==> src/design/dawt_ram.sv <==
`timescale 1ns / 1ps
// ----------------------------------------------------------------------------
// Generic simple dual-port RAM
// One write port and one read port with registered read data.
// ----------------------------------------------------------------------------
module dawt_ram #(
  parameter int WIDTH = 8,
  parameter int DEPTH = 256
) (
  input  logic                     clk,
  input  logic                     we,
  input  logic [$clog2(DEPTH)-1:0] waddr,
  input  logic [WIDTH-1:0]         wdata,
  input  logic                     re,
  input  logic [$clog2(DEPTH)-1:0] raddr,
  output logic [WIDTH-1:0]         rdata
);

  logic [WIDTH-1:0] mem [DEPTH];

  always_ff @(posedge clk) begin
    if (we) begin
      mem[waddr] <= wdata;
    end
    if (re) begin
      rdata <= mem[raddr];
    end
  end

endmodule

==> config.mk <==
export PLATFORM = sky130hd
export DESIGN_NAME = dawt_ram
export DESIGN_NICKNAME = d
export VERILOG_FILES = /design/src/design/dawt_ram.sv
export SDC_FILE = /design/constraint.sdc
export NUM_CORES = 2
export LEC_CHECK = 0
export ABC_AREA = 1
export BUFFER_PORTS_ARGS = -buffer_cell sky130_fd_sc_hd__buf_2
export CAP_MARGIN = 20
export CORE_UTILIZATION = 45
export CTS_CLUSTER_SIZE = 8
export DETAILED_ROUTE_END_ITERATION = 8
export SLEW_MARGIN = 40
export SYNTH_ARGS = -nofsm -noshare
export SYNTH_HDL_FRONTEND = slang
export SYNTH_SLANG_ARGS = --single-unit
==> constraint.sdc <==
create_clock -name clk -period 4.4 [get_ports clk]
set_input_delay 0.88 -clock clk [delete_from_list [all_inputs] [get_ports clk]]
set_output_delay 0.88 -clock clk [all_outputs]
set_load 0.01 [all_outputs]
==> results.md <==
* Synthesized flop and latch total at 2,056
* CORE AREA at 0.1837 mm2
* Wire per inst at 24.98 um
* Nets at 7,110
* GRT Residual Overflow at 0
* Clk_lat worst skew at 0.91 ns
* Final setup fails at 0
* Row cnt at 157
* Max VDD drop at 380.6 uV
* Critical hold path startpoint: wdata[1]
* DR pass1 iterations at 6
* Final hold violations at 0
* Critical setup path kind: in2reg
* Hold-fix buffers at CTS at 0
* IO Pins at 35
* Reg area at 0.06174 mm2
* RSZ-0062 raised after global routing: false
* Vias/cell at 5.750
* Setup Skew at 0.05073 ns
* Vias in the first global route at 53,100
* Post-CTS Setup Bufs at 0
* Pwr/cell area at 466.4 mW/mm2
* Clock input transition at the sequential cells of the worst setup and hold paths at 0.05 ns
* Resized cells post-CTS at 0
* Filler instances at 15,600
* Level count of the clock H-tree at 5
* Worst slew pin tran at 0.8955 ns
* Power, Total at 44.23 mW
* Leak pwr at 33.05 nW
* Tcrit/Tclk final at 70.37%
* Initial DRC count at 6,473
* Post-synthesis sequential area ratio at 73.96%
* Status: completed
* Critical-path maximum fanout at 115
* Max Slew Vio Count at 0
* Antenna Nets Post-Route at 0
* Worst EP arrival at 3.88 ns
* Clock Tree Buf Depth at 4
* Worst setup SP type: primary input
* Worst setup path start: raddr[0]
* Post-synthesis cell count at 7,003
* Minimum clock period at 3.096 ns
* HPWL after DPL at 135,900 um
* Highest Clock Rate at 0.3230 GHz
* Net Count, Synth at 7,030
* Die area at 0.1872 mm2
* Initial antenna violation count at 12
* Buffers on Ports at 34
* DRT Wirelength at 238,800 um
* Critical-path top delay cell: inv_16
* Yosys cell types at 13
* Largest net degree at the start of global routing at 132
* Synthesis Warnings at 0
* Fraction of layout cells with a size suffix above 1 at 8.815%
* GP Congestion at 0.8635
* Die height at 432.7 um
* Crit path cell chain: buf_8, inv_16, buf_12, buf_4, nand2_1, nand3_1, nand3_1, nand3_1, nand3_1, nand3_1, nand3_1, nand2_1, nand2_1, nand2_1
* Area of the multi-input gates at 0.01930 mm2
* WP data required at 5.19 ns
* Post-synth top area cell: edfxtp_1
* Finished Layout Cells at 9,561
* First-pass GRT wire length at 352,600 um
* Starting density of the core at 45.45%
* Crit Reg-Reg Startpoint: mem[135][3]$_DFFE_PP_
* CTS tree: built
* Post-synth top area share at 73.96%
* Critical Path Most Common Cell: nand3_1
* CTS buffer count at 306
* Rel. slew slack at 40.08%
* # DRC at 0
* Max-cap violation count at 0
* Slowest Stage Delay on Critical Path at 0.46 ns
* Worst setup EP type: register
* Mapped cell area at 0.08348 mm2
* Gr usage total at 25.48%
* Setup TNS at 0 ns
* P&R area growth vs syn at 13.59%
* Placed Cells incl. Taps at 9,238
* Synth area leaders: edfxtp_1 74%, nand3_1 12%, nand2_1 9.5%
* Synth Area per Inst at 11.92 um2
* Routed vias at 54,970
* Hold Path Class: in2reg
* Sink Count at 2,056
* Root Driver: clkbuf_16
* DIE WIDTH at 432.7 um
-- synth_stat cells, drive strengths merged --
cell type  count
edfxtp      2056
inv           39
nand2       2123
clkbuf       112
nand3       2019
buf          371
nor2         283
-- cell families (layout without fill, tap and decap cells) --
logic type | Yosys count | count (layout) | synth area share (%)
and+or+nand+nor | 4425 | 4425 | 22.92
DFF | 2056 | 2056 | 73.96
buffers and inverters | 522 | 609 | 3.116
other | 0 | 7 | 0
-- layer usage --
metal | wire [um] | GRT usage, % | vias to the layer above
met4 | 8789 | 10.15 | 2
met3 | 19600 | 4.567 | 471
met1 | 99640 | 35.69 | 27080
li1 | - | - | 24880
met5 | 13 | 0 | -
met2 | 110800 | 39.46 | 2546
-- stage by stage --
stage	instance area, um2	hold slack (ns)	utilization [%]	worst slack (ns)
finish	94820	0.3874	51.63	1.304
global route	94820	0.3639	51.62	1.323
CTS	94740	0.3612	51.58	1.497
detailed placement	86920	1.023	47.33	0.5409
global placement	86740	1.094	47.23	0.5116
floorplan	83480	0.9109	-	2.029
-- registers in the layout, indices dropped and copies added, names as in the netlist --
signal  flops
mem      2048
rdata       8
-- cell type report --
class	count	share of cell area (%)
Sequential cell	2056	65.11
Multi-Input combinational cell	4425	20.35
Clock buffer	311	8.207
Tap cell	2464	3.251
Timing Repair Buffer	255	2.836
Inverter	39	0.1900
Clock inverter	4	0.03695
Antenna cell	7	0.01847
-- final timing paths --
check | cells past startpoint | slack [ns] | to
worst min-delay path | 1 | 0.39 | mem[182][1]$_DFFE_PP_
worst min register to register | 10 | 1.05 | rdata[3]$_DFFE_PP_
worst max register to register | 10 | 2.24 | rdata[3]$_DFFE_PP_
worst max-delay path | 14 | 1.30 | rdata[6]$_DFFE_PP_
-- where the power goes --
part           switching, mW  leakage [nW]  internal (mW)
clock                   7.72          3.85           12.3
sequential            0.0285          18.5           21.6
combinational           1.92          10.7          0.616
-- critical path, delay by kind of cell --
| family | cells | cell delay, ns |
|---|---|---|
| buffers and inverters | 4 | 1.24 |
| and+or+nand+nor | 10 | 1.64 |
-- cell usage in the layout, fill, tap and decap left out --
master / instances
nand2_1: 2109
edfxtp_1: 2056
nand3_1: 2019
clkbuf_16: 311
nor2_1: 248
buf_4: 164
buf_12: 53
nor2_2: 35
inv_1: 33
buf_2: 22
buf_8: 11
nand2_4: 8
diode_2: 7
nand2_2: 6
inv_6: 4
buf_16: 4
inv_8: 2
inv_2: 2
inv_16: 1
inv_4: 1
buf_6: 1
Note: power is estimated with default switching activity, not from simulation.
